<file path="src/rtl/core/luma_histogram_stats_unit_macros.svh">
// Assertion macros shared by the histogram statistics unit.
`ifndef LUMA_HISTOGRAM_STATS_UNIT_MACROS_SVH
`define LUMA_HISTOGRAM_STATS_UNIT_MACROS_SVH

// The consequent must hold in the same cycle as the antecedent.
`define LHS_ASSERT_SAME(lbl, clk, rst, ante, cons) \
   lbl: assert property (@(posedge clk) disable iff (rst) (ante) |-> (cons)) \
      else $error("histogram unit: same-cycle check failed");

// The consequent must hold in the cycle after the antecedent.
`define LHS_ASSERT_NEXT(lbl, clk, rst, ante, cons) \
   lbl: assert property (@(posedge clk) disable iff (rst) (ante) |=> (cons)) \
      else $error("histogram unit: next-cycle check failed");

`endif

</file>
<file path="src/rtl/core/lhs_pkg.sv">
`default_nettype none

package lhs_pkg;

   // Fixed field and storage widths.
   localparam int BINS    = 256;
   localparam int BIN_W   = 8;
   localparam int CNT_W   = 25;
   localparam int CFG_W   = 12;
   localparam int FRAC_W  = 17;
   localparam int SUM_W   = 33;
   localparam int WSUM_W  = 41;
   localparam int GOAL_W  = 42;
   localparam int DVD_W   = 49;
   localparam int RSP_W   = 64;
   localparam int IDX_W   = 3;
   localparam int SHIFT_W = 16;

   localparam logic [CNT_W-1:0]  CNT_MAX  = {CNT_W{1'b1}};
   localparam logic [BIN_W-1:0]  MEAN_MAX = 8'd255;
   localparam logic [FRAC_W-1:0] FRAC_ONE = 17'h10000;
   localparam logic [BIN_W-1:0]  TOP_BIN  = 8'd255;

   // Register indexes of the configuration port.
   localparam logic [IDX_W-1:0] REG_WINDOW_LEFT     = 3'd0;
   localparam logic [IDX_W-1:0] REG_WINDOW_RIGHT    = 3'd1;
   localparam logic [IDX_W-1:0] REG_WINDOW_TOP      = 3'd2;
   localparam logic [IDX_W-1:0] REG_WINDOW_BOTTOM   = 3'd3;
   localparam logic [IDX_W-1:0] REG_COLUMN_STEP     = 3'd4;
   localparam logic [IDX_W-1:0] REG_ROW_STEP        = 3'd5;
   localparam logic [IDX_W-1:0] REG_BRIGHT_FRACTION = 3'd6;

   typedef struct packed {
      logic [CFG_W-1:0]  window_left;
      logic [CFG_W-1:0]  window_right;
      logic [CFG_W-1:0]  window_top;
      logic [CFG_W-1:0]  window_bottom;
      logic [CFG_W-1:0]  column_step;
      logic [CFG_W-1:0]  row_step;
      logic [FRAC_W-1:0] bright_fraction;
   } lhs_cfg_type;

   typedef enum logic [3:0] {
      ST_IDLE,
      ST_PIX_RD,
      ST_PIX_WR,
      ST_WALK_RD,
      ST_WALK_ACC,
      ST_MEAN_START,
      ST_DIV_MEAN,
      ST_DIV_FRAC,
      ST_EMIT
   } lhs_state_type;

   typedef struct packed {
      logic accept;
      logic walk_init;
      logic pix_write;
      logic walk_sel;
      logic walk_acc;
      logic swap;
      logic mean_start;
      logic mean_load;
      logic frac_start;
      logic emit;
   } lhs_cmd_type;

   typedef struct packed {
      logic hit;
      logic frame_end_in;
      logic frame_end_ff;
      logic walk_last;
      logic div_busy;
      logic out_free;
   } lhs_status_type;

endpackage

`default_nettype wire

</file>
<file path="src/rtl/core/lhs_ctrl.sv">
`default_nettype none

// Sequencer for pixel updates and the end-of-frame walk.
module lhs_ctrl (
   input  wire logic                    clock,
   input  wire logic                    reset,
   input  wire logic                    req_tvalid,
   output logic                         req_tready,
   input  wire lhs_pkg::lhs_status_type status,
   output lhs_pkg::lhs_cmd_type         cmd
);

   lhs_pkg::lhs_state_type state_ff, state_in;

   always_ff @(posedge clock) begin
      if (reset) begin
         state_ff <= lhs_pkg::ST_IDLE;
      end else begin
         state_ff <= state_in;
      end
   end

   // Next state.
   always_comb begin
      state_in = state_ff;
      case (state_ff)
         lhs_pkg::ST_IDLE: begin
            if (req_tvalid) begin
               if (status.hit) begin
                  state_in = lhs_pkg::ST_PIX_RD;
               end else if (status.frame_end_in) begin
                  state_in = lhs_pkg::ST_WALK_RD;
               end
            end
         end
         lhs_pkg::ST_PIX_RD: state_in = lhs_pkg::ST_PIX_WR;
         lhs_pkg::ST_PIX_WR: begin
            state_in = status.frame_end_ff ? lhs_pkg::ST_WALK_RD : lhs_pkg::ST_IDLE;
         end
         lhs_pkg::ST_WALK_RD: state_in = lhs_pkg::ST_WALK_ACC;
         lhs_pkg::ST_WALK_ACC: begin
            state_in = status.walk_last ? lhs_pkg::ST_MEAN_START : lhs_pkg::ST_WALK_RD;
         end
         lhs_pkg::ST_MEAN_START: state_in = lhs_pkg::ST_DIV_MEAN;
         lhs_pkg::ST_DIV_MEAN: begin
            if (!status.div_busy) begin
               state_in = lhs_pkg::ST_DIV_FRAC;
            end
         end
         lhs_pkg::ST_DIV_FRAC: begin
            if (!status.div_busy) begin
               state_in = lhs_pkg::ST_EMIT;
            end
         end
         lhs_pkg::ST_EMIT: begin
            if (status.out_free) begin
               state_in = lhs_pkg::ST_IDLE;
            end
         end
         default: state_in = lhs_pkg::ST_IDLE;
      endcase
   end

   // Commands to the datapath.
   always_comb begin
      cmd        = '0;
      req_tready = 1'b0;
      case (state_ff)
         lhs_pkg::ST_IDLE: begin
            req_tready    = 1'b1;
            cmd.accept    = req_tvalid;
            cmd.walk_init = req_tvalid && status.frame_end_in;
         end
         lhs_pkg::ST_PIX_RD: begin
         end
         lhs_pkg::ST_PIX_WR: cmd.pix_write = 1'b1;
         lhs_pkg::ST_WALK_RD: cmd.walk_sel = 1'b1;
         lhs_pkg::ST_WALK_ACC: begin
            cmd.walk_sel = 1'b1;
            cmd.walk_acc = 1'b1;
            cmd.swap     = status.walk_last;
         end
         lhs_pkg::ST_MEAN_START: cmd.mean_start = 1'b1;
         lhs_pkg::ST_DIV_MEAN: begin
            cmd.mean_load  = !status.div_busy;
            cmd.frac_start = !status.div_busy;
         end
         lhs_pkg::ST_DIV_FRAC: begin
         end
         lhs_pkg::ST_EMIT: cmd.emit = status.out_free;
         default: begin
         end
      endcase
   end

endmodule

`default_nettype wire

</file>
<file path="config.mk">
export PLATFORM = sky130hd
export DESIGN_NAME = lhs_ctrl
export DESIGN_NICKNAME = d
export VERILOG_FILES = /design/src/rtl/core/luma_histogram_stats_unit_macros.svh /design/src/rtl/core/lhs_pkg.sv /design/src/rtl/core/lhs_ctrl.sv
export SDC_FILE = /design/constraint.sdc
export NUM_CORES = 1
export LEC_CHECK = 0
export BUFFER_PORTS_ARGS = -buffer_cell sky130_fd_sc_hd__buf_2
export CAP_MARGIN = 20
export CORE_AREA = 8 8 45 47
export DETAILED_ROUTE_END_ITERATION = 10
export DIE_AREA = 0 0 53 55
export HOLD_SLACK_MARGIN = 0.08
export PLACE_DENSITY = 0.64
export SYNTH_ARGS = -nofsm -noshare
export SYNTH_HDL_FRONTEND = slang
export SYNTH_SLANG_ARGS = --single-unit
</file>
<file path="constraint.sdc">
create_clock -name clock -period 1.9 [get_ports clock]
set_input_delay 0.095 -clock clock [delete_from_list [all_inputs] [get_ports clock]]
set_output_delay 0.095 -clock clock [all_outputs]
set_load 0.005 [all_outputs]
</file>
==> results of run 1 <==
-- stage by stage --
step           cell area, sq um    util  hold WS, ps  worst slack (ps)  instances
2_1_floorplan             385.4       -        171.1             570.2         51
3_3_place_gp              461.7  0.3336        345.4             413.4         81
3_5_place_dp              461.7  0.3336        345.2             403.0         81
4_1_cts                   484.2  0.3499        96.80             392.0         84
5_1_grt                   484.2  0.3499        113.2             281.3         84
6_report                  484.2  0.3499        101.4             393.0         84
-- routing by layer --
metal  track usage  vias to the layer above  part of all wire
li1              -                      223                 -
met2        0.1191                       13              0.47
met5             0                        -                 0
met3       0.05080                        0              0.10
met1       0.07576                      187              0.43
met4       0.05172                        0                 0
-- report_power, final --
part	internal, uW	total, uW	leakage, uW	switching (uW)
registers	92.2	118	0.0000327	25.8
logic	54.9	106	0.000182	50.7
clock network	70.6	105	0.0000138	34.2
-- how the worst max path moves through the flow --
stage	from	to	slack [ps]	depth (start not counted)
after global placement	state_ff[3]	state_ff[3]	410	4
after global routing	state_ff[1]	cmd[2]	280	3
final	state_ff[3]	state_ff[3]	390	4
after CTS	state_ff[1]	cmd[2]	390	3
after floorplan	state_ff[0]	state_ff[3]	570	5
after detailed placement	state_ff[3]	state_ff[3]	400	4
-- cells by family after synthesis --
logic type / count (synthesis) / synth area share
buffers and inverters: 6 / 0.1104
muxes: 1 / 0.02598
AOI/OAI and AO/OA: 12 / 0.2208
and+or+nand+nor: 28 / 0.4351
DFF: 4 / 0.2078
-- cell type report --
cell class	instances	area, sq um
multi-input cells	41	262.8
well taps	16	20.02
inverters	1	3.754
clock buffers	3	22.52
flip-flops and latches	4	80.08
fillers	156	899.6
repair buffers	19	95.09
-- cell usage after synthesis --
cell,n
sky130_fd_sc_hd__a21o_1,1
sky130_fd_sc_hd__a22oi_2,1
sky130_fd_sc_hd__nor4b_1,1
sky130_fd_sc_hd__mux2i_1,1
sky130_fd_sc_hd__nor3b_1,1
sky130_fd_sc_hd__nand2b_1,4
sky130_fd_sc_hd__nor3_1,5
sky130_fd_sc_hd__and3_1,2
sky130_fd_sc_hd__nor2_1,6
sky130_fd_sc_hd__o31a_1,1
sky130_fd_sc_hd__and2_1,1
sky130_fd_sc_hd__buf_6,2
sky130_fd_sc_hd__dfxtp_1,4
sky130_fd_sc_hd__nand2_1,3
sky130_fd_sc_hd__o41ai_1,1
sky130_fd_sc_hd__o21ai_0,3
sky130_fd_sc_hd__or3b_1,1
sky130_fd_sc_hd__buf_4,1
sky130_fd_sc_hd__nor4_4,1
sky130_fd_sc_hd__a2111oi_0,2
sky130_fd_sc_hd__inv_1,1
sky130_fd_sc_hd__buf_2,1
sky130_fd_sc_hd__nor4_1,1
sky130_fd_sc_hd__clkbuf_1,1
sky130_fd_sc_hd__a21oi_1,3
sky130_fd_sc_hd__nor2b_1,2
-- worst reg2reg max path, stage by stage, from the launching register on --
cell and delay, ps:
sky130_fd_sc_hd__dfxtp_1 590, sky130_fd_sc_hd__mux2i_1 270, sky130_fd_sc_hd__a22oi_2 110, sky130_fd_sc_hd__or3b_1 370, sky130_fd_sc_hd__o41ai_1 70
==> reports/qor.txt, run 1 <==
CP Data Required Time: 2030 ps
commonest cells after routing, fill and taps aside: 19 x sky130_fd_sc_hd__buf_2, 6 x sky130_fd_sc_hd__nor2_1, 5 x sky130_fd_sc_hd__nor3_1
core area: 1384 sq um
startpoint of the worst-slack reg-to-reg timing path: state_ff[3]
first-pass GRT wire length: 1635 um
final count of hold timing violations: 0
count of final max-slew check failures: 0
post-synthesis cell count: 51
number of clock sinks: 4
count of buffer and inverter cells on the critical path: 0
largest register by flop count: state_ff
# port buffers: 19
number of maximum-capacitance violations: 0
clock tree root buffer cell: sky130_fd_sc_hd__clkbuf_4
final period demand of the worst path: 1507 ps
critical path start-end classification: reg2reg
Worst Hold Path EP: state_ff[1]
flip-flop count of the largest register, all copies and words added: 4
overall routed net length: 1039 um
worst IR drop on VDD: 0.2137 mV
data arrival time of the worst path: 1630 ps
leakage power summed over all cells: 0.0002287 uW
share of final-layout standard cells stronger than drive strength 1: 0.3529
Horiz. Die Dim: 53 um
vias in the first global route: 384
count of different cell masters after synthesis: 26
dominant cells by area after synthesis: sky130_fd_sc_hd__dfxtp_1 21%, sky130_fd_sc_hd__nand2b_1 6.5%, sky130_fd_sc_hd__nor3_1 6.5%
Pwr per Cell Area: 678.2 nW/um^2
total negative slack: 0 ps
routed wirelength normalized by instance count: 12.37 um
cell area after synthesis: 385.4 sq um
Initial DRC Count: 9
Layout Skew: 2.030 ps
critical hold path startpoint: reset
post-CTS setup buffers: 0
cts-stage hold buffer count: 0
Crit path largest cell delay: 590 ps
number of cells on the worst reg-to-reg path: 4
Final #Nets: 79
maximum root-to-sink buffer count: 2
RSZ-0062 raised after global routing: false
type of destination of the critical path: flop
average cell area after synthesis: 7.556 sq um
flop and latch count out of synthesis: 4
Design Power: 328.4 uW
die outline area: 2915 sq um
vias after detailed routing: 423
number of buffers created by CTS: 3
clock edge transition at the registers on the reported setup and hold paths: 40 ps
Worst Tran Pin Value: 481.0 ps
Antenna diodes: 0
warnings from Yosys: 0
type of the tightest min-delay check: in2reg
I/O pin cnt: 20
total number of placement rows: 14
Final Wtd Congestion: 0.8109
dominant cell type by area after synthesis: sky130_fd_sc_hd__dfxtp_1
crit-path leading delay family: flip-flops
Final setup viols: 0
via count normalized by instance count: 5.036
CTS tree: done
layout-stage area growth over the synthesis result: 25.65%
later-pin clock latency in the skew report: 230 ps
Net Count, Synth: 60
critical path, cell by cell: mux2i_1 -> a22oi_2 -> or3b_1 -> o41ai_1
Critical Path Source Type: flop
run status: finished clean
Max-slew headroom: 0.6710
internal reg-to-reg setup slack: 390 ps
Initial Util: 0.2785
count of cells resized by post-cts repair: 0
DRC Markers: 0
detailed placement HPWL: 802.9 um
Pre-Repair DR Iteration Count: 4
maximum fanout along the worst path: 12
terminus of the critical flop-to-flop path: state_ff[3]
Max Clock Freq: 663.6 MHz
leftover overflow at the end of global routing: 0
largest registers: state_ff (4)
initial antenna violation count: 0
all-layer global routing usage: 0.07751
number of stages on the worst hold path: 2
crit share post-route: 0.7932
fraction of the yosys area taken by sequential cells: 0.2078
share of the synthesized area in the top cell type: 0.2078
H-tree depth: 1
pin count of the biggest net entering global routing: 15
cell with the biggest individual delay on the critical path: sky130_fd_sc_hd__dfxtp_1
Antenna Violating Nets Remaining: 0
commonest non-fill, non-tap cell in the layout: sky130_fd_sc_hd__buf_2
vertical extent of the die: 55 um
(Power assumes the default switching activity.)
==> inputs of run 2 (changes only) <==
Settings changed: ABC_AREA from default to 1, PLACE_DENSITY 0.64 to 0.68.
Clock period 1.9 ns to 1.4 ns, I/O delays scaled along.
==> run 2 against run 1 <==
Against the previous run: clock skew down 1.6 ps; critical path depth up 2; sequential power up 120%; combinational power rose to 8.2 times the previous value; synthesized cell count up 35%.
==> reports/qor.txt, run 2 <==
run status: finished clean (unchanged)
final count of hold timing violations: 0 (unchanged)
Pwr per Cell Area: 2269 nW/um^2 (was 678.2 nW/um^2)
critical path start-end classification: reg2out (was reg2reg)
overall routed net length: 1235 um (was 1039 um)
most numerous cell in the Yosys netlist: sky130_fd_sc_hd__nor2_1 (unchanged)
worst IR drop on VDD: 0.7054 mV (was 0.2137 mV)
capture point of the worst path: cmd[2] (was state_ff[3])
critical path, cell by cell: inv_2 -> nand2_4 -> inv_2 -> nand3_2 -> nor2_1 -> buf_2 (was mux2i_1 -> a22oi_2 -> or3b_1 -> o41ai_1)
Horiz. Die Dim: 53 um (unchanged)
routed wirelength normalized by instance count: 11.54 um (was 12.37 um)
CTS tree: done (unchanged)
startpoint of the worst-slack reg-to-reg timing path: state_ff[1] (was state_ff[3])
leftover overflow at the end of global routing: 0 (unchanged)
maximum fanout along the worst path: 6 (was 12)
maximum root-to-sink buffer count: 2 (unchanged)
vias in the first global route: 471 (was 384)
warnings from Yosys: 0 (unchanged)
largest register by flop count: state_ff (unchanged)
first-pass GRT wire length: 1911 um (was 1635 um)
cell area after synthesis: 425.4 sq um (was 385.4 sq um)
largest registers: state_ff (4) (unchanged)
Max Clock Freq: 777.0 MHz
count of flip-flops with a built-in enable after synthesis: 0 (unchanged)
most common library cells after synthesis: 13 x sky130_fd_sc_hd__nor2_1, 12 x sky130_fd_sc_hd__nand2_1, 10 x sky130_fd_sc_hd__inv_1 (was 6 x sky130_fd_sc_hd__nor2_1, 5 x sky130_fd_sc_hd__nor3_1, 4 x sky130_fd_sc_hd__dfxtp_1, 4 x sky130_fd_sc_hd__nand2b_1)
most frequent cell on the critical path: sky130_fd_sc_hd__inv_2
Final #Nets: 102 (was 79)
register share of total power: 0.206 (was 0.359)
layout-stage area growth over the synthesis result: 32.65% (was 25.65%)
count of buffer and inverter cells on the critical path: 3 (was 0)
flip-flop count of the largest register, all copies and words added: 4 (unchanged)
data arrival time of the worst path: 1220 ps (was 1630 ps)
crit share post-route: 0.9193
Pre-Repair DR Iteration Count: 4 (unchanged)
Max-slew headroom: 0.8071 (was 0.6710)
count of different cell masters after synthesis: 17 (was 26)
clock tree root buffer cell: sky130_fd_sc_hd__clkbuf_4 (unchanged)
fill cell count: 154 (was 156)
logic gate share of total power: 0.680 (was 0.322)
detailed placement HPWL: 1010 um (was 802.9 um)
Clock power frac: 0.113 (was 0.319)
final-layout worst hold slack: 89.72 ps (was 101.4 ps)
Internal: 599.9 uW (was 217.7 uW)
via count normalized by instance count: 4.729 (was 5.036)
I/O pin cnt: 20 (unchanged)
leakage power summed over all cells: 0.0003501 uW (was 0.0002287 uW)
die outline area: 2915 sq um (unchanged)
Levels on crit path: 6 (was 4)
worst setup path startpoint: state_ff[3] (unchanged)
total negative slack: 0 ps (unchanged)
number of maximum-capacitance violations: 0 (unchanged)
H-tree depth: 1 (unchanged)
share of synthesized registers carrying an async set or reset: 0 (unchanged)
number of clock sinks: 4 (unchanged)
final period demand of the worst path: 1287 ps
initial antenna violation count: 0 (unchanged)
later-pin clock latency in the skew report: 240 ps (was 230 ps)
flop and latch count out of synthesis: 4 (unchanged)
terminus of the critical flop-to-flop path: state_ff[0] (was state_ff[3])
number of buffers created by CTS: 3 (unchanged)
dominant cells by area after synthesis: sky130_fd_sc_hd__dfxtp_1 19%, sky130_fd_sc_hd__nand3_2 12%, sky130_fd_sc_hd__nor2_1 11% (was sky130_fd_sc_hd__dfxtp_1 21%, sky130_fd_sc_hd__nand2b_1 6.5%, sky130_fd_sc_hd__nor3_1 6.5%)
CP Data Required Time: 1330 ps (was 2030 ps)
most used flip-flop cell after synthesis: sky130_fd_sc_hd__dfxtp_1 (unchanged)
dpl ws: 222.2 ps (was 403.0 ps)
all-layer global routing usage: 0.08848 (was 0.07751)
commonest non-fill, non-tap cell in the layout: sky130_fd_sc_hd__buf_2 (unchanged)
RSZ-0062 raised after global routing: false (unchanged)
Crit path largest cell delay: 330 ps (was 590 ps)
vias after detailed routing: 506 (was 423)
Design Power: 1280 uW (was 328.4 uW)
crit-path leading delay family: buffers and inverters (was flip-flops)
dominant cell type by area after synthesis: sky130_fd_sc_hd__dfxtp_1 (unchanged)
commonest cells after routing, fill and taps aside: 19 x sky130_fd_sc_hd__buf_2, 13 x sky130_fd_sc_hd__nor2_1, 12 x sky130_fd_sc_hd__nand2_1 (was 19 x sky130_fd_sc_hd__buf_2, 6 x sky130_fd_sc_hd__nor2_1, 5 x sky130_fd_sc_hd__nor3_1)
post-synthesis cell count: 69 (was 51)
internal reg-to-reg setup slack: 120 ps (was 390 ps)
switching share of power: 0.5314 (was 0.3370)
share of final-layout standard cells stronger than drive strength 1: 0.4615 (was 0.3529)
Net Count, Synth: 78 (was 60)
# port buffers: 19 (unchanged)
cell with the biggest individual delay on the critical path: sky130_fd_sc_hd__dfxtp_1 (unchanged)
type of destination of the critical path: output port (was flop)
average cell area after synthesis: 6.165 sq um (was 7.556 sq um)
clock edge transition at the registers on the reported setup and hold paths: 40 ps (about the same)
Final setup viols: 0 (unchanged)
Antenna Violating Nets Remaining: 0 (unchanged)
Layout Skew: 0.4694 ps (was 2.030 ps)
count of final max-slew check failures: 0 (unchanged)
Worst Tran Pin Value: 288.9 ps (was 481.0 ps)
vertical extent of the die: 55 um (unchanged)
type of the tightest min-delay check: in2reg (unchanged)
worst-case setup margin in the final layout: 113.0 ps (was 393.0 ps)
share of the synthesized area in the top cell type: 0.1882 (was 0.2078)
Antenna diodes: 0 (unchanged)
Initial Util: 0.3074 (was 0.2785)
Critical Path Source Type: flop (unchanged)
core area: 1384 sq um (unchanged)
pin count of the biggest net entering global routing: 8 (was 15)
total number of placement rows: 14 (unchanged)
fraction of the yosys area taken by sequential cells: 0.1882 (was 0.2078)
Final Wtd Congestion: 0.8434 (was 0.8109)
switching component of the power: 680.3 uW (was 110.7 uW)
number of cells on the worst reg-to-reg path: 8 (was 4)
Initial DRC Count: 9 (unchanged)
DRC Markers: 0 (unchanged)
number of stages on the worst hold path: 4 (was 2)
==> run 2: stage by stage <==
| stage | std cells | instance area, sq um | util |
|---|---|---|---|
| 3_5_place_dp | 103 | 533.0 | 0.3852 |
| 6_report | 107 | 564.3 | 0.4078 |
| 4_1_cts | 106 | 555.5 | 0.4014 |
| 5_1_grt | 107 | 564.3 | 0.4078 |
| 2_1_floorplan | 69 | 425.4 | - |
| 3_3_place_gp | 103 | 533.0 | 0.3852 |
==> run 2: worst min path at each step <==
stage	from	endpoint	slack, ps
floorplan	status[1]	cmd[1]	180
global placement	reset	state_ff[0]	340
detailed placement	reset	state_ff[0]	340
CTS	reset	state_ff[0]	90
global route	reset	state_ff[0]	110
finish	reset	state_ff[0]	90
==> run 2: power by group through the flow <==
| stage | registers, uW | clock network [uW] | logic (uW) |
|---|---|---|---|
| finish | 264 | 145 | 871 |
| global route | 277 | 158 | 979 |
| CTS | 259 | 154 | 848 |
| detailed placement | 260 | 0 | 842 |
| global placement | 259 | 0 | 834 |
| floorplan | 247 | 0 | 629 |
==> run 2: worst register-to-register path: cells and delay by family, from the launching register on <==
kind / cells / cell delay, ps
flip-flops: 1 / 480
buffers and inverters: 1 / 150
AND/OR/NAND/NOR: 7 / 550
==> run 2: logic make-up (layout without fill, tap and decap cells) <==
logic type	count (synthesis)	in the layout	share of synthesized area
buf+inv	15	37	0.1412
simple gates	48	48	0.6382
flops	4	4	0.1882
compound gates	2	2	0.03235
==> run 2: per-layer routing <==
layer / share of wire / global-route usage / vias up
li1: - / - / 263
met1: 0.43 / 0.09408 / 221
met2: 0.42 / 0.1387 / 20
met3: 0.13 / 0.03209 / 2
met4: 0.011 / 0.07328 / 0
met5: 0 / 0 / -
==> run 2: final cells by class <==
type	instances	area (sq um)	area share
multi-input cells	50	285.3	0.5055
repair buffers	20	102.6	0.1818
flip-flops and latches	4	81.33	0.1441
inverters	14	52.55	0.09313
clock buffers	3	22.52	0.03991
well taps	16	20.02	0.03548
==> run 2: repair_timing <==
item,4_1_cts,5_1_grt
gates resized for setup,0,1
hold buffers,0,0
setup endpoints to repair,0,4
setup buffers,0,1
